===== src/design/jpeg_marker_segment_scanner_top_macros.svh =====
// Assertion macros for the marker segment scanner.
`ifndef JPEG_MARKER_SEGMENT_SCANNER_TOP_MACROS_SVH
`define JPEG_MARKER_SEGMENT_SCANNER_TOP_MACROS_SVH

`ifndef SYNTHESIS
// Condition must hold in the same cycle as the trigger.
`define JMSS_ASSERT_NOW(label, clk, rst_n, trig, cond) \
  label: assert property (@(posedge clk) disable iff (!rst_n) (trig) |-> (cond)) \
    else $error("jmss check failed");
// Condition must hold in the cycle after the trigger.
`define JMSS_ASSERT_NEXT(label, clk, rst_n, trig, cond) \
  label: assert property (@(posedge clk) disable iff (!rst_n) (trig) |=> (cond)) \
    else $error("jmss check failed");
`else
`define JMSS_ASSERT_NOW(label, clk, rst_n, trig, cond)
`define JMSS_ASSERT_NEXT(label, clk, rst_n, trig, cond)
`endif

`endif


===== src/design/jmss_pkg.sv =====
`timescale 1ns / 1ps
package jmss_pkg;

  localparam int SECTION_LIMIT_DEF = 20;

  localparam logic [7:0] BYTE_FILL = 8'hFF;
  localparam logic [7:0] MRK_SOI   = 8'hD8;
  localparam logic [7:0] MRK_EOI   = 8'hD9;
  localparam logic [7:0] MRK_SOS   = 8'hDA;
  localparam logic [7:0] MRK_APP0  = 8'hE0;
  localparam logic [7:0] MRK_APP1  = 8'hE1;
  localparam logic [7:0] MRK_COM   = 8'hFE;
  localparam logic [7:0] MRK_SOF0  = 8'hC0;
  localparam logic [7:0] MRK_DHT   = 8'hC4;
  localparam logic [7:0] MRK_JPG   = 8'hC8;
  localparam logic [7:0] MRK_DAC   = 8'hCC;

  localparam logic [2:0]  FILL_MAX     = 3'd6;
  localparam logic [15:0] LEN_MIN      = 16'd2;
  localparam logic [15:0] LEN_APP1_TAG = 16'd6;
  localparam logic [15:0] LEN_FRAME    = 16'd8;
  localparam logic [7:0]  NCOMP_COLOR  = 8'd3;

  typedef enum logic [2:0] {
    ST_OK        = 3'd0,
    ST_NO_SOI    = 3'd1,
    ST_TOO_MANY  = 3'd2,
    ST_PADDING   = 3'd3,
    ST_BAD_LEN   = 3'd4,
    ST_EARLY_END = 3'd5
  } status_t;

  // Bytes of the "Exif" tag at the head of an APP1 payload.
  function automatic logic [7:0] tag_byte(input logic [1:0] idx);
    logic [7:0] b;
    case (idx)
      2'd0:    b = 8'h45;
      2'd1:    b = 8'h78;
      2'd2:    b = 8'h69;
      default: b = 8'h66;
    endcase
    return b;
  endfunction

  function automatic logic is_frame_marker(input logic [7:0] m);
    return (m[7:4] == MRK_SOF0[7:4]) && (m != MRK_DHT) && (m != MRK_JPG) && (m != MRK_DAC);
  endfunction

endpackage


===== src/design/jpeg_marker_segment_scanner_top.sv =====
`timescale 1ns / 1ps
// Output: the result is registered and appears in the output register in the cycle after the byte that ends parsing.
// Throughput: one byte per cycle while in_stall is low; the parse state updates in a single pass per byte.
// Input stalls only while the output register holds a result that out_stall keeps back.
// Reset: synchronous active-low rst_n clears the parse state and empties the output register.
// in_first_byte restarts the parse with the same byte handled as the first of a new file.
`include "jpeg_marker_segment_scanner_top_macros.svh"

module jpeg_marker_segment_scanner_top
  import jmss_pkg::*;
#(
  parameter int SECTION_LIMIT = SECTION_LIMIT_DEF
) (
  input  logic        clk,
  input  logic        rst_n,
  input  logic        in_valid,
  output logic        in_stall,
  input  logic [7:0]  in_data_byte,
  input  logic        in_first_byte,
  input  logic        in_end_of_stream,
  output logic        out_valid,
  input  logic        out_stall,
  output logic [2:0]  out_status,
  output logic [15:0] out_image_height,
  output logic [15:0] out_image_width,
  output logic        out_is_color,
  output logic [7:0]  out_frame_kind,
  output logic [5:0]  out_sections_kept,
  output logic        out_comment_seen,
  output logic        out_exif_seen
);

  typedef enum logic [2:0] {
    PH_SOI_A, PH_SOI_B, PH_MARK, PH_LEN_HI, PH_LEN_LO, PH_BODY
  } phase_t;

  localparam logic [5:0] LIMIT = 6'(SECTION_LIMIT);

  phase_t      phase_r, phase_nxt;
  logic [2:0]  fill_r, fill_nxt;
  logic [7:0]  marker_r, marker_nxt;
  logic [15:0] seg_len_r, seg_len_nxt;
  logic [15:0] pidx_r, pidx_nxt;
  logic [5:0]  kept_r, kept_nxt;
  logic        tag_r, tag_nxt;
  logic [15:0] held_h_r, held_h_nxt;
  logic [15:0] held_w_r, held_w_nxt;
  logic        held_c_r, held_c_nxt;
  logic [7:0]  held_k_r, held_k_nxt;
  logic [1:0]  flags_r, flags_nxt;
  logic        fin_r, fin_nxt;
  logic [15:0] stg_h_r, stg_h_nxt;
  logic [15:0] stg_w_r, stg_w_nxt;
  logic        stg_c_r, stg_c_nxt;

  logic        in_acc;
  logic        emit;
  status_t     st;
  logic        close_seg;
  logic        keep;

  logic        out_valid_r;
  logic [2:0]  out_status_r;
  logic [15:0] out_h_r, out_w_r;
  logic        out_c_r;
  logic [7:0]  out_k_r;
  logic [5:0]  out_kept_r;
  logic [1:0]  out_flags_r;

  assign in_stall = out_valid_r & out_stall;
  assign in_acc   = in_valid & ~in_stall;

  always_comb begin
    phase_nxt  = phase_r;
    fill_nxt   = fill_r;
    marker_nxt = marker_r;
    seg_len_nxt = seg_len_r;
    pidx_nxt   = pidx_r;
    kept_nxt   = kept_r;
    tag_nxt    = tag_r;
    held_h_nxt = held_h_r;
    held_w_nxt = held_w_r;
    held_c_nxt = held_c_r;
    held_k_nxt = held_k_r;
    flags_nxt  = flags_r;
    fin_nxt    = fin_r;
    stg_h_nxt  = stg_h_r;
    stg_w_nxt  = stg_w_r;
    stg_c_nxt  = stg_c_r;
    emit       = 1'b0;
    st         = ST_OK;
    close_seg  = 1'b0;
    keep       = 1'b1;

    if (in_acc) begin
      if (in_first_byte) begin
        phase_nxt  = PH_SOI_A;
        fill_nxt   = '0;
        marker_nxt = '0;
        seg_len_nxt = '0;
        pidx_nxt   = '0;
        kept_nxt   = '0;
        tag_nxt    = 1'b1;
        held_h_nxt = '0;
        held_w_nxt = '0;
        held_c_nxt = 1'b0;
        held_k_nxt = '0;
        flags_nxt  = '0;
        fin_nxt    = 1'b0;
        stg_h_nxt  = '0;
        stg_w_nxt  = '0;
        stg_c_nxt  = 1'b0;
      end
      if (!fin_nxt) begin
        if (in_end_of_stream) begin
          emit = 1'b1;
          st = (phase_nxt == PH_SOI_A || phase_nxt == PH_SOI_B) ? ST_NO_SOI : ST_EARLY_END;
        end else begin
          unique case (phase_nxt)
            PH_SOI_A: begin
              if (in_data_byte != BYTE_FILL) begin
                emit = 1'b1;
                st = ST_NO_SOI;
              end else begin
                phase_nxt = PH_SOI_B;
              end
            end
            PH_SOI_B: begin
              if (in_data_byte != MRK_SOI) begin
                emit = 1'b1;
                st = ST_NO_SOI;
              end else begin
                phase_nxt = PH_MARK;
                fill_nxt = '0;
              end
            end
            PH_MARK: begin
              if (in_data_byte == BYTE_FILL) begin
                if (fill_nxt >= FILL_MAX) begin
                  emit = 1'b1;
                  st = ST_PADDING;
                end else begin
                  fill_nxt = fill_nxt + 3'd1;
                end
              end else begin
                marker_nxt = in_data_byte;
                tag_nxt = 1'b1;
                stg_h_nxt = '0;
                stg_w_nxt = '0;
                stg_c_nxt = 1'b0;
                phase_nxt = PH_LEN_HI;
              end
            end
            PH_LEN_HI: begin
              seg_len_nxt = {in_data_byte, 8'h00};
              phase_nxt = PH_LEN_LO;
            end
            PH_LEN_LO: begin
              seg_len_nxt = {seg_len_nxt[15:8], in_data_byte};
              pidx_nxt = '0;
              if (seg_len_nxt < LEN_MIN) begin
                emit = 1'b1;
                st = ST_BAD_LEN;
              end else if (seg_len_nxt == LEN_MIN) begin
                close_seg = 1'b1;
              end else begin
                phase_nxt = PH_BODY;
              end
            end
            PH_BODY: begin
              if (pidx_nxt < 16'd4 && in_data_byte != tag_byte(pidx_nxt[1:0])) tag_nxt = 1'b0;
              case (pidx_nxt)
                16'd1:   stg_h_nxt = {in_data_byte, 8'h00};
                16'd2:   stg_h_nxt = {stg_h_nxt[15:8], in_data_byte};
                16'd3:   stg_w_nxt = {in_data_byte, 8'h00};
                16'd4:   stg_w_nxt = {stg_w_nxt[15:8], in_data_byte};
                16'd5:   stg_c_nxt = (in_data_byte == NCOMP_COLOR);
                default: ;
              endcase
              if ({1'b0, pidx_nxt} + 17'd3 >= {1'b0, seg_len_nxt}) begin
                close_seg = 1'b1;
              end else begin
                pidx_nxt = pidx_nxt + 16'd1;
              end
            end
            default: ;
          endcase

          if (close_seg) begin
            if (marker_nxt == MRK_SOS) begin
              emit = 1'b1;
              st = ST_OK;
            end else if (marker_nxt == MRK_EOI) begin
              emit = 1'b1;
              st = ST_EARLY_END;
            end else begin
              if (marker_nxt == MRK_COM) begin
                // only the first comment segment counts
                if (flags_nxt[0]) keep = 1'b0;
                else flags_nxt[0] = 1'b1;
              end else if (marker_nxt == MRK_APP0) begin
                keep = 1'b0;
              end else if (marker_nxt == MRK_APP1) begin
                if (tag_nxt && seg_len_nxt >= LEN_APP1_TAG) flags_nxt[1] = 1'b1;
                else keep = 1'b0;
              end else if (is_frame_marker(marker_nxt) && seg_len_nxt >= LEN_FRAME) begin
                held_h_nxt = stg_h_nxt;
                held_w_nxt = stg_w_nxt;
                held_c_nxt = stg_c_nxt;
                held_k_nxt = marker_nxt;
              end
              if (keep) kept_nxt = kept_nxt + 6'd1;
              if (kept_nxt >= LIMIT) begin
                emit = 1'b1;
                st = ST_TOO_MANY;
              end else begin
                phase_nxt = PH_MARK;
                fill_nxt = '0;
              end
            end
          end
        end
        if (emit) fin_nxt = 1'b1;
      end
    end
  end

  always_ff @(posedge clk) begin
    if (!rst_n) begin
      phase_r  <= PH_SOI_A;
      fill_r   <= '0;
      marker_r <= '0;
      seg_len_r <= '0;
      pidx_r   <= '0;
      kept_r   <= '0;
      tag_r    <= 1'b1;
      held_h_r <= '0;
      held_w_r <= '0;
      held_c_r <= 1'b0;
      held_k_r <= '0;
      flags_r  <= '0;
      fin_r    <= 1'b0;
      stg_h_r  <= '0;
      stg_w_r  <= '0;
      stg_c_r  <= 1'b0;
      out_valid_r <= 1'b0;
    end else begin
      phase_r  <= phase_nxt;
      fill_r   <= fill_nxt;
      marker_r <= marker_nxt;
      seg_len_r <= seg_len_nxt;
      pidx_r   <= pidx_nxt;
      kept_r   <= kept_nxt;
      tag_r    <= tag_nxt;
      held_h_r <= held_h_nxt;
      held_w_r <= held_w_nxt;
      held_c_r <= held_c_nxt;
      held_k_r <= held_k_nxt;
      flags_r  <= flags_nxt;
      fin_r    <= fin_nxt;
      stg_h_r  <= stg_h_nxt;
      stg_w_r  <= stg_w_nxt;
      stg_c_r  <= stg_c_nxt;
      if (emit) out_valid_r <= 1'b1;
      else if (!out_stall) out_valid_r <= 1'b0;
    end
  end

  // Load the result register; emit only fires when it is free or draining.
  always_ff @(posedge clk) begin
    if (emit) begin
      out_status_r <= st;
      out_h_r      <= held_h_nxt;
      out_w_r      <= held_w_nxt;
      out_c_r      <= held_c_nxt;
      out_k_r      <= held_k_nxt;
      out_kept_r   <= kept_nxt;
      out_flags_r  <= flags_nxt;
    end
  end

  assign out_valid         = out_valid_r;
  assign out_status        = out_status_r;
  assign out_image_height  = out_h_r;
  assign out_image_width   = out_w_r;
  assign out_is_color      = out_c_r;
  assign out_frame_kind    = out_k_r;
  assign out_sections_kept = out_kept_r;
  assign out_comment_seen  = out_flags_r[0];
  assign out_exif_seen     = out_flags_r[1];

  `JMSS_ASSERT_NEXT(a_emit_sets_done, clk, rst_n, emit, fin_r && out_valid_r)
  `JMSS_ASSERT_NEXT(a_done_holds, clk, rst_n, fin_r && !(in_acc && in_first_byte), fin_r)
  `JMSS_ASSERT_NOW(a_done_quiet, clk, rst_n, fin_r && !(in_acc && in_first_byte), !emit)
  `JMSS_ASSERT_NOW(a_kept_bounded, clk, rst_n, 1'b1, kept_r <= LIMIT)
  `JMSS_ASSERT_NOW(a_body_len, clk, rst_n, phase_r == PH_BODY, seg_len_r > LEN_MIN)
  `JMSS_ASSERT_NOW(a_no_emit_stalled, clk, rst_n, emit, !(out_valid_r && out_stall))

endmodule

===== config.mk =====
export PLATFORM = sky130hd
export DESIGN_NAME = jpeg_marker_segment_scanner_top
export DESIGN_NICKNAME = d
export VERILOG_FILES = /design/src/design/jmss_pkg.sv /design/src/design/jpeg_marker_segment_scanner_top.sv
export VERILOG_INCLUDE_DIRS = /design/src /design/src/design
export SDC_FILE = /design/constraint.sdc
export NUM_CORES = 1
export LEC_CHECK = 0
export BUFFER_PORTS_ARGS = -buffer_cell sky130_fd_sc_hd__buf_2
export CORE_MARGIN = 5
export CORE_UTILIZATION = 40
export DETAILED_ROUTE_END_ITERATION = 10
export PLACE_DENSITY_LB_ADDON = 0.05
export SYNTH_ARGS = -nofsm -noshare
export SYNTH_HDL_FRONTEND = slang
export SYNTH_SLANG_ARGS = --single-unit

===== constraint.sdc =====
create_clock -name clk -period 7.8 [get_ports clk]
set_input_delay 1.56 -clock clk [delete_from_list [all_inputs] [get_ports clk]]
set_output_delay 1.56 -clock clk [all_outputs]
set_load 0.01 [all_outputs]

==> results of run 1 <==
[worst max path at each step]
stage / from / end / depth (start not counted)
after CTS: in_first_byte / out_frame_kind[2] / 15
after global routing: in_first_byte / out_status[1] / 16
after global placement: in_first_byte / out_image_height[9] / 16
after detailed placement: in_first_byte / out_sections_kept[5] / 15
after floorplan: in_first_byte / out_flags_r[0] / 18
final: in_first_byte / out_image_height[5] / 15
[cell usage after synthesis, types with 10 or more instances]
| cell | n | area share, % |
|---|---|---|
| xnor2_1 | 13 | 1.2 |
| dfxtp_1 | 131 | 27 |
| nor2b_1 | 19 | 1.2 |
| buf_2 | 10 | 0.52 |
| nand4_1 | 19 | 1.2 |
| o21ai_1 | 10 | 0.52 |
| o21ai_0 | 47 | 2.4 |
| edfxtp_1 | 52 | 16 |
| inv_1 | 14 | 0.55 |
| or3_1 | 11 | 0.71 |
| clkbuf_1 | 58 | 2.3 |
| a22oi_1 | 47 | 3.7 |
| and2_1 | 15 | 0.97 |
| o2bb2ai_1 | 10 | 0.91 |
| nor4_1 | 10 | 0.65 |
| a22o_1 | 71 | 6.4 |
| nor3_1 | 23 | 1.2 |
| ha_1 | 25 | 3.2 |
| nor2_1 | 119 | 4.6 |
| a21oi_1 | 52 | 2.7 |
| nand3_1 | 48 | 2.5 |
| and3_1 | 18 | 1.2 |
| nand2_1 | 91 | 3.5 |
| buf_1 | 11 | 0.43 |
[cells in the final DEF (no fill, tap or decap), types with 5 or more instances in the layout]
cell type	synthesis	layout
dfxtp_1	131	131
nor2_1	119	118
nand2_1	91	91
a22o_1	71	71
buf_2	10	67
edfxtp_1	52	52
a21oi_1	52	51
nand3_1	48	48
o21ai_0	47	47
a22oi_1	47	47
ha_1	25	25
nor3_1	23	23
nor2b_1	19	19
nand4_1	19	19
and3_1	18	18
clkbuf_16	0	17
and2_1	15	15
xnor2_1	13	13
inv_1	14	13
buf_4	0	13
or3_1	11	11
nor4_1	10	10
o2bb2ai_1	10	10
o21a_1	9	9
nand2b_1	8	8
mux2i_1	8	8
o21ai_1	10	8
a31oi_1	9	8
xor2_1	7	7
or4_1	6	6
o221ai_1	6	6
a211oi_1	6	6
a21o_1	6	6
or2_2	5	5
o211ai_1	5	5
and4_1	5	5
o221a_2	5	5
a221oi_1	5	5
o31ai_1	5	5
[layout make-up]
cell class              count  share of cell area (%)
clock inverters            14                    1.41
flip-flops and latches    183                    38.7
well taps                 319                    3.69
multi-input cells         804                    47.4
repair buffers             81                    4.19
inverters                  16                   0.556
clock buffers              18                    3.97
[report_power, final]
group / leakage, nW / internal (mW) / switching (mW)
registers: 1.58 / 0.994 / 0.00817
logic: 2.04 / 0.0408 / 0.128
clock network: 0.278 / 0.431 / 0.430
[metal layers]
metal	global-route usage, %	vias to the layer above	wire, µm
li1	-	4119	-
met1	30.5	4150	14000
met2	35.4	220	13700
met3	3.80	26	1480
met4	4.91	0	348
met5	0	-	0
[stage by stage]
| step | area [µm²] | cells | hold slack [ps] | setup slack, ps | util, % |
|---|---|---|---|---|---|
| floorplan | 9650 | 1083 | 426 | 714 | - |
| global placement | 10200 | 1403 | 434 | 1310 | 43.3 |
| detailed placement | 10200 | 1403 | 444 | 1240 | 43.3 |
| CTS | 10800 | 1435 | 457 | 1670 | 45.8 |
| global route | 10800 | 1435 | 478 | 1280 | 45.8 |
| finish | 10800 | 1435 | 453 | 1610 | 45.8 |
[worst register-to-register path, cell delays in order, from the launching register on]
cell	delay [ps]
dfxtp_1	650
nand4_1	410
nor4b_1	820
nand3_1	200
xnor2_1	200
ha_1	320
and4_1	180
nand3_1	90
o41ai_1	440
nor3_1	140
a21oi_1	440
o31ai_1	250
a21oi_4	580
buf_12	320
[cells by family (layout without fill, tap and decap cells)]
| family | after synthesis | count (layout) | share of synthesized area, % |
|---|---|---|---|
| xor gates and xnor gates | 20 | 20 | 1.82 |
| buffers and inverters | 96 | 129 | 3.88 |
| and+or+nand+nor | 414 | 414 | 21.2 |
| muxes | 9 | 9 | 0.947 |
| DFF | 183 | 183 | 43.4 |
| AOI/OAI and AO/OA | 336 | 336 | 25.5 |
| adders and majority gates | 25 | 25 | 3.24 |
[sequential cells by signal, indices dropped and copies added, names as in the netlist, 2 cells and up]
| register | count |
|---|---|
| stg_w_r | 16 |
| fill_r | 3 |
| pidx_r | 16 |
| held_h_r | 16 |
| stg_h_r | 16 |
| flags_r | 2 |
| seg_len_r | 16 |
| out_frame_kind | 8 |
| kept_r | 6 |
| out_image_height | 16 |
| held_w_r | 16 |
| out_status | 3 |
| held_k_r | 8 |
| out_flags_r | 2 |
| phase_r | 3 |
| out_sections_kept | 6 |
| marker_r | 8 |
| out_image_width | 16 |
==> impl_results.md, run 1 <==
- Worst skew pair latency: 440 ps
- Final nets: 1142
- CP Data Required Time: 7930 ps
- Post-CTS resize count: 0
- Die Height: 165 µm
- Worst hold stages: 2
- RR Endpoint: out_image_height[5]
- Max-Cap Viols: 0
- Clk root buf: clkbuf_16
- WS Path Type: in -> reg
- Crit share post-route: 79.4%
- Wirelength per Cell: 20.6 µm
- Min-delay worst type: reg -> reg
- Post-synth EDFFs: 52
- Vias per Instance: 5.93
- Hold Vio Cnt, Final: 0
- Vias in the first global route: 8183
- RSZ-0062 raised after global routing: no
- Layout cell share with drive strength beyond 1: 12.9%
- RR Startpoint: pidx_r[2]
- First-pass GRT wire length: 46700 µm
- FP Rows: 56
- Multi-input gate area: 5130 µm²
- WHS Endpoint: held_w_r[8]
- Yosys warns: 0
- H-tree Lvls: 4
- Die ar.: 27300 µm²
- Most used cell, CP: nand3_1
- Layout area overhead: 12.1%
- CTS tree: yes
- Filler cells: 2356
- RePlAce Congestion: 0.896
- DR vias: 8515
- Clock Pin Slew Worst Setup and Hold Paths: 80 ps
- Static Leak: 3.90 nW
- Setup Skew: 14.8 ps
- Sequential area share after synthesis: 43.4%
- Fin Setup TNS: 0 ps
- Worst-margin pin slew: 1180 ps
- Port Buffers: 67
- Slowest stage cell on the critical path: nor4b_1
- Worst path cell trace: buf_2 > nor2b_1 > nand4_1 > nor4b_1 > nand3_1 > xnor2_1 > ha_1 > and4_1 > nand3_1 > o41ai_1 > nor3_1 > a21oi_1 > o31ai_1 > a21oi_4 > buf_12
- Synth Instances: 1083
- Reg2reg setup slack: 2430 ps
- Slowest stage delay, CP: 820 ps
- Min Tclk post-route: 6190 ps
- Grt ovf: 0
- Register area: 4180 µm²
- Main synth FF type: dfxtp_1
- Hold Crit Start: held_w_r[8]
- Slew headroom: 20.8%
- #FFs+latches synth: 183
- CP endpoint kind: flip-flop
- First-pass iteration count of the detailed router: 7
- Cts hold-fix bufs: 0
- Power Density: 188 nW/µm²
- CTS buffer count: 17
- Largest net degree at the start of global routing: 75
- DR iter-0 viols: 660
- Peak supply drop: 128 µV
- Top delay family on crit path: simple AND/OR/NAND/NOR gates
- Buffer count from post-CTS setup fixing: 0
- Distinct cells, synth: 79
- Tot Pwr: 2.03 mW
- Post-Synthesis Cell Area: 9640 µm²
- CP max FO: 39
- Outcome: finished, final reports clean
- Crit path buffers/inverters: 2
- Initial Util: 40.8%
- Ant. Diodes: 0
- Core Box Area: 23600 µm²
- Hpwl dp: 19600 µm
- Startpoint Class: primary input
- Final-report setup violation count: 0
- Global Route Usage Sum: 21.8%
- Final wirelength: 29500 µm
- DRC: 0
- Clock Tree Buf Depth: 2
- Fin. max-slew vios: 0
- Maximum clock frequency: 162 MHz
- Mapped Avg Cell Area: 8.90 µm²
- I/O pins: 68
- Die width: 165 µm
- Initial antenna violation count: 0
- Reg2reg path depth: 13
- Asr flop ratio synth: 0%
- Arrival time at the worst endpoint: 6320 ps
- Post-Syn Nets: 1122
- Antenna Nets Post-Route: 0
- CTS sink count: 183
No activity file was read; power rests on OpenSTA's default activity.
==> inputs of run 2 (changes only) <==
ABC_AREA = 1   (was default)
clock period = 6.5 ns   (was 7.8 ns; I/O delays follow)
==> run 2 against run 1 <==
Compared with the run above:
- clock skew decreased by 2.6 ps
- non-clock buffer count increased by 6
- flip-flop and latch count unchanged
- utilization decreased by 1.1 points
- cell area increased by 18%
- count of clock-buffer cells in the layout unchanged
- sequential power increased by 28%
- worst hold slack improved by 12 ps
- setup slack got worse by 390 ps
- via count increased by 35%
- wire length increased by 26%
- total power increased by 39%
- largest cell class unchanged
==> impl_results.md, run 2 <==
- Final wirelength: 37200 µm (+26%)
- Reg2reg setup slack: 1790 ps (-640 ps)
- Yosys warns: 0 (unchanged)
- #FFs+latches synth: 183 (unchanged)
- Post-Syn Nets: 1783 (+59%)
- Ant. Diodes: 0 (unchanged)
- Cell Count, Final, Fillers Out: 2146 (+50%)
- DP Cell Count: 2114 (+51%)
- Min Tclk post-route: 5280 ps
- Fin. max-slew vios: 0 (unchanged)
- Global Route Usage Sum: 22.6% (+0.79 points)
- Antenna Nets Post-Route: 0 (unchanged)
- Hold Crit Start: pidx_r[2]
- Cell taking the most area after synthesis: dfxtp_1
- Static Leak: 5.47 nW (+40%)
- Setup WS pre-CTS: 822 ps (-418 ps)
- Arrival time at the worst endpoint: 5480 ps (-840 ps)
- DR iter-0 viols: 777 (+18%)
- Core Box Area: 28600 µm² (+21%)
- Dominant cell by count in the synthesized netlist: nand2_1
- Vias in the first global route: 10900 (+34%)
- Outcome: finished, final reports clean
- Post-CTS resize count: 0 (unchanged)
- WHS Endpoint: pidx_r[2]
- Initial antenna violation count: 1 (+1)
- Reg2reg path depth: 25 (+12)
- Crit path buffers/inverters: 7 (+5)
- I/O pins: 68 (unchanged)
- Die Height: 180 µm (+9.0%)
- Cts hold-fix bufs: 0 (unchanged)
- H-tree Lvls: 4 (unchanged)
- Slowest stage delay, CP: 450 ps (-370 ps)
- CTS buffer count: 17 (unchanged)
- Slowest stage cell on the critical path: nand3_4
- Sequential area share after synthesis: 36.1% (-7.3 points)
- RSZ-0062 raised after global routing: no
- Most used cell, CP: inv_1
- CP endpoint kind: flip-flop
- Port Buffers: 67 (unchanged)
- Crit share post-route: 81.3%
- Post-layout util: 44.6% (-1.1 points)
- Wirelength per Cell: 17.4 µm (-16%)
- Die ar.: 32500 µm² (+19%)
- CP Depth: 25 (+10)
- FP Rows: 62 (+11%)
- Layout area overhead: 10.2%
- CTS tree: yes
- DR vias: 11500 (+35%)
- Synth area leaders: dfxtp_1 (23%), nand2_1 (15%), edfxtp_1 (13%)
- Fin Setup TNS: 0 ps (unchanged)
- Tot Pwr: 2.83 mW (+39%)
- Peak supply drop: 157 µV (+23%)
- Main synth FF type: dfxtp_1
- Distinct cells, synth: 50 (-37%)
- Clk root buf: clkbuf_16
- Setup WS post-layout: 1220 ps (-393 ps)
- Hpwl dp: 25000 µm (+27%)
- Max-Cap Viols: 0 (unchanged)
- Worst hold stages: 2 (unchanged)
- WS Path Type: in -> reg
- Worst-margin pin slew: 1070 ps (-111 ps)
- Commonest cells after routing, fill and taps aside: nand2_1 (447), a21oi_1 (209), inv_1 (190)
- Maximum clock frequency: 189 MHz
- Power Density: 221 nW/µm² (+18%)
- Mapped Avg Cell Area: 6.64 µm² (-25%)
- Min-delay worst type: reg -> reg
- Hold Vio Cnt, Final: 0 (unchanged)
- Worst skew pair latency: 440 ps (about the same)
- Slew headroom: 28.8% (+8.0 points)
- Largest net degree at the start of global routing: 101 (+35%)
- Final nets: 1788 (+57%)
- DRC: 0 (unchanged)
- First-pass iteration count of the detailed router: 5 (-2)
- CTS sink count: 183 (unchanged)
- Buffer count from post-CTS setup fixing: 0 (unchanged)
- RePlAce Congestion: 0.943 (+5.2%)
- First-pass GRT wire length: 59700 µm (+28%)
- Yosys top cell area share: 22.6% (-4.6 points)
- Initial Util: 40.5% (-0.36 points)
- Top delay family on crit path: simple AND/OR/NAND/NOR gates
- RR Endpoint: out_image_width[11]
- Grt ovf: 0 (unchanged)
- Post-Synthesis Cell Area: 11600 µm² (+20%)
- Post-synth EDFFs: 52 (unchanged)
- Commonest cells post-synth: nand2_1 (448), a21oi_1 (209), inv_1 (192)
- Layout cell share with drive strength beyond 1: 9.59% (-3.3 points)
- Startpoint Class: primary input
- Clock Pin Slew Worst Setup and Hold Paths: 70 ps (about the same)
- RR Startpoint: pidx_r[3]
- Vias per Instance: 5.35 (-9.8%)
- Most common cell after layout, fill and taps aside: nand2_1
- Clock Tree Buf Depth: 2 (unchanged)
- Asr flop ratio synth: 0% (unchanged)
- Synth Instances: 1744 (+61%)
- Die width: 180 µm (+9.0%)
- Setup Skew: 12.2 ps (-2.60 ps)
- CP max FO: 45 (+15%)
- Final-report setup violation count: 0 (unchanged)
- CP Data Required Time: 6700 ps (-1230 ps)
[run 2: cell types whose count changed in the layout (fill, tap and decap cells not counted), moves of 14 or more]
cell      before  now
nand2_1       91  447
inv_1         13  190
a21oi_1       51  209
o21ai_0       47  148
a22o_1        71    1
a22oi_1       47    2
o211ai_1       5   48
o22ai_1        2   27
nor2b_1       19    0
and3_1        18    0
xor2_1         7   25
nand3_1       48   65
a31oi_1        8   22
nor3_1        23    9
[run 2: report_power, final]
| group | switching, mW | internal [mW] |
|---|---|---|
| Sequential | 0.0341 | 1.25 |
| Clock | 0.488 | 0.560 |
| Combinational | 0.352 | 0.146 |
| Total | 0.874 | 1.95 |
[run 2: layout make-up]
cell class,instances,area [µm²]
multi-input cells,1250,6210
clock inverters,14,140
flip-flops and latches,183,4180
fillers,3017,15900
inverters,210,792
well taps,384,480
repair buffers,87,510
clock buffers,18,450
[run 2: cell families (layout without fill, tap and decap cells)]
kind of cell	count (synthesis)	in the layout	synth area share [%]
compound gates	494	494	23.6
buf+inv	311	329	10.3
flops	183	183	36.1
fa+ha+maj	25	25	2.70
xor+xnor	27	27	2.04
simple gates	704	704	25.2
[run 2: routing by layer]
metal | track usage, % | wire length [µm]
met1 | 30.9 | 17700
met4 | 7.38 | 1050
met2 | 36.7 | 16800
met3 | 3.55 | 1680
met5 | 0 | 7
[run 2: tightest hold or removal path: stages, from the launching register on]
cell and delay, ps:
dfxtp_1 310, nand2_1 60, a21oi_1 50
[run 2: worst max-delay path by stage]
stage                           endpoint  slack (ps)           from
finish               out_image_width[11]        1220  in_first_byte
global route          out_image_width[7]         730  in_first_byte
global placement    out_image_height[10]         910  in_first_byte
floorplan                 out_flags_r[0]         420  in_first_byte
detailed placement   out_image_width[11]         820  in_first_byte
CTS                  out_image_width[11]        1290  in_first_byte
[run 2: through the flow]
stage / instance area [µm²] / hold slack (ps)
final: 12800 / 465
after global routing: 12800 / 476
after CTS: 12800 / 467
after detailed placement: 12200 / 456
after global placement: 12200 / 452
after floorplan: 11600 / 445
==> inputs of run 3 (changes only) <==
clock period = 5.24 ns   (was 6.5 ns; I/O delays follow)
==> run 3 against run 2 <==
Compared with the run above:
- first-iteration DRC count increased by 40%
- highest routed layer unchanged
- total power increased by 25%
- setup slack got worse by 610 ps
- largest cell class unchanged
- utilization increased by 0.46 points
- critical path depth increased by 1
==> impl_results.md, run 3 (synthesis gave the netlist of run 2 again) <==
- Outcome: finished, final reports clean
- Vias per Instance: 5.35 (about the same)
- FP Rows: 62 (unchanged)
- Fin. max-slew vios: 0 (unchanged)
- Antenna Nets Post-Route: 0 (unchanged)
- CP Data Required Time: 5440 ps (-1260 ps)
- Register area: 4180 µm² (unchanged)
- Final nets: 1806 (+1.0%)
- Final wirelength: 38600 µm (+3.6%)
- Crit share post-route: 88.4%
- Largest net degree at the start of global routing: 103 (+2.0%)
- Clock Pin Slew Worst Setup and Hold Paths: 70 ps (about the same)
- RePlAce Congestion: 0.926 (-1.8%)
- Grt ovf: 0 (unchanged)
- Filler cells: 2980 (-1.2%)
- CP endpoint kind: flip-flop
- CTS sink count: 183 (unchanged)
- CTS tree: yes
- Most common cell after layout, fill and taps aside: nand2_1
- Die Height: 180 µm (unchanged)
- Ant. Diodes: 0 (unchanged)
- Initial Util: 40.5% (unchanged)
- Final-report setup violation count: 0 (unchanged)
- Port Buffers: 67 (unchanged)
- First-pass GRT wire length: 60900 µm (+2.1%)
- Hpwl dp: 26400 µm (+5.5%)
- Clock Tree Buf Depth: 2 (unchanged)
- DRC: 0 (unchanged)
- Slowest stage delay, CP: 310 ps (-140 ps)
- WS Path Type: in -> reg
- Cts hold-fix bufs: 0 (unchanged)
- Global Route Usage Sum: 23.2% (+0.59 points)
- Peak supply drop: 216 µV (+37%)
- Die width: 180 µm (unchanged)
- Arrival time at the worst endpoint: 4830 ps (-650 ps)
- Power Density: 274 nW/µm² (+24%)
- Fin Setup TNS: 0 ps (unchanged)
- Post-CTS resize count: 0 (unchanged)
- Commonest cells after routing, fill and taps aside: nand2_1 (447), a21oi_1 (209), inv_1 (190)
- CP Depth: 26 (+4.0%)
- Min-delay worst type: reg -> reg
- I/O pins: 68 (unchanged)
- Initial antenna violation count: 1 (unchanged)
- Top delay family on crit path: simple AND/OR/NAND/NOR gates
- Startpoint Class: primary input
- Worst hold stages: 2 (unchanged)
- Worst skew pair latency: 450 ps (about the same)
- Min Tclk post-route: 4630 ps
- Clk root buf: clkbuf_16
- Static Leak: 5.55 nW (+1.5%)
- Wirelength per Cell: 17.8 µm (+2.8%)
- Max-Cap Viols: 0 (unchanged)
- Maximum clock frequency: 216 MHz
- Layout area overhead: 11.4%
- CTS buffer count: 17 (unchanged)
- Most used cell, CP: inv_1
- RSZ-0062 raised after global routing: no
- Setup Skew: 16.8 ps (+4.56 ps)
- Layout cell share with drive strength beyond 1: 10.6% (+1.0 points)
- Multi-input gate area: 6220 µm² (+0.16%)
- Vias in the first global route: 10700 (-1.8%)
- First-pass iteration count of the detailed router: 5 (unchanged)
- DR vias: 11600 (+0.75%)
- H-tree Lvls: 4 (unchanged)
- Hold Vio Cnt, Final: 0 (unchanged)
- Slowest stage cell on the critical path: nor2_1
- DR iter-0 viols: 1090 (+40%)
- Crit path buffers/inverters: 8 (+1)
- Slew headroom: 31.7% (+2.9 points)
- CP max FO: 27 (-40%)
- Die ar.: 32500 µm² (unchanged)
- Buffer count from post-CTS setup fixing: 0 (unchanged)
- Worst-margin pin slew: 1020 ps (-44.3 ps)
- Reg2reg path depth: 26 (+4.0%)
- Core Box Area: 28600 µm² (unchanged)
- Final hold slack: 465 ps (+0.542 ps)
## run 3: cell count changes in the layout (fill, tap and decap cells not counted), sizes merged
cell      previous run  this run
buf                 87       105
clkbuf              18        21
clkinvlp             1         2
clkinv              11         6
## run 3: path summary, 6_finish.rpt
kind | startpoint | end | slack (ps)
max reg2reg | pidx_r[3] | out_image_width[2] | 890
min | stg_w_r[15] | stg_w_r[15] | 470
min reg2reg | stg_w_r[15] | stg_w_r[15] | 470
max | in_first_byte | out_image_width[2] | 610
## run 3: power by group
group	internal, mW	switching, mW
sequential	1.55	0.0430
combinational	0.190	0.446
clock	0.707	0.603
## run 3: worst min-delay path, cell delays in order (launching register included)
cell and delay, ps:
dfxtp_1 310, nand2_1 60, a21oi_1 50
## run 3: metrics by stage
step                utilization (%)  total power, mW  setup slack (ps)  instance area, µm²  cells
floorplan                         -             2.04              24.5               11600   1744
global placement               43.1             2.25               270               12300   2132
detailed placement             43.1             2.25               181               12300   2132
CTS                            45.1             3.57               651               12900   2163
global route                   45.1             3.71              83.7               12900   2163
finish                         45.1             3.53               610               12900   2163
## run 3: final cells by class
class	instances	share of cell area, %
Clock buffer	21	3.72
Clock inverter	10	0.717
Inverter	210	6.18
Multi-Input combinational cell	1250	48.2
Sequential cell	183	32.4
Tap cell	384	3.72
Timing Repair Buffer	105	5.00
## run 3: layer usage
layer | vias up | part of all wire [%] | GRT usage [%]
met5 | - | 0.034 | 0
met4 | 2 | 2.0 | 6.23
met3 | 52 | 4.5 | 3.31
met2 | 266 | 46 | 37.6
met1 | 5400 | 48 | 32.5
li1 | 5855 | - | -
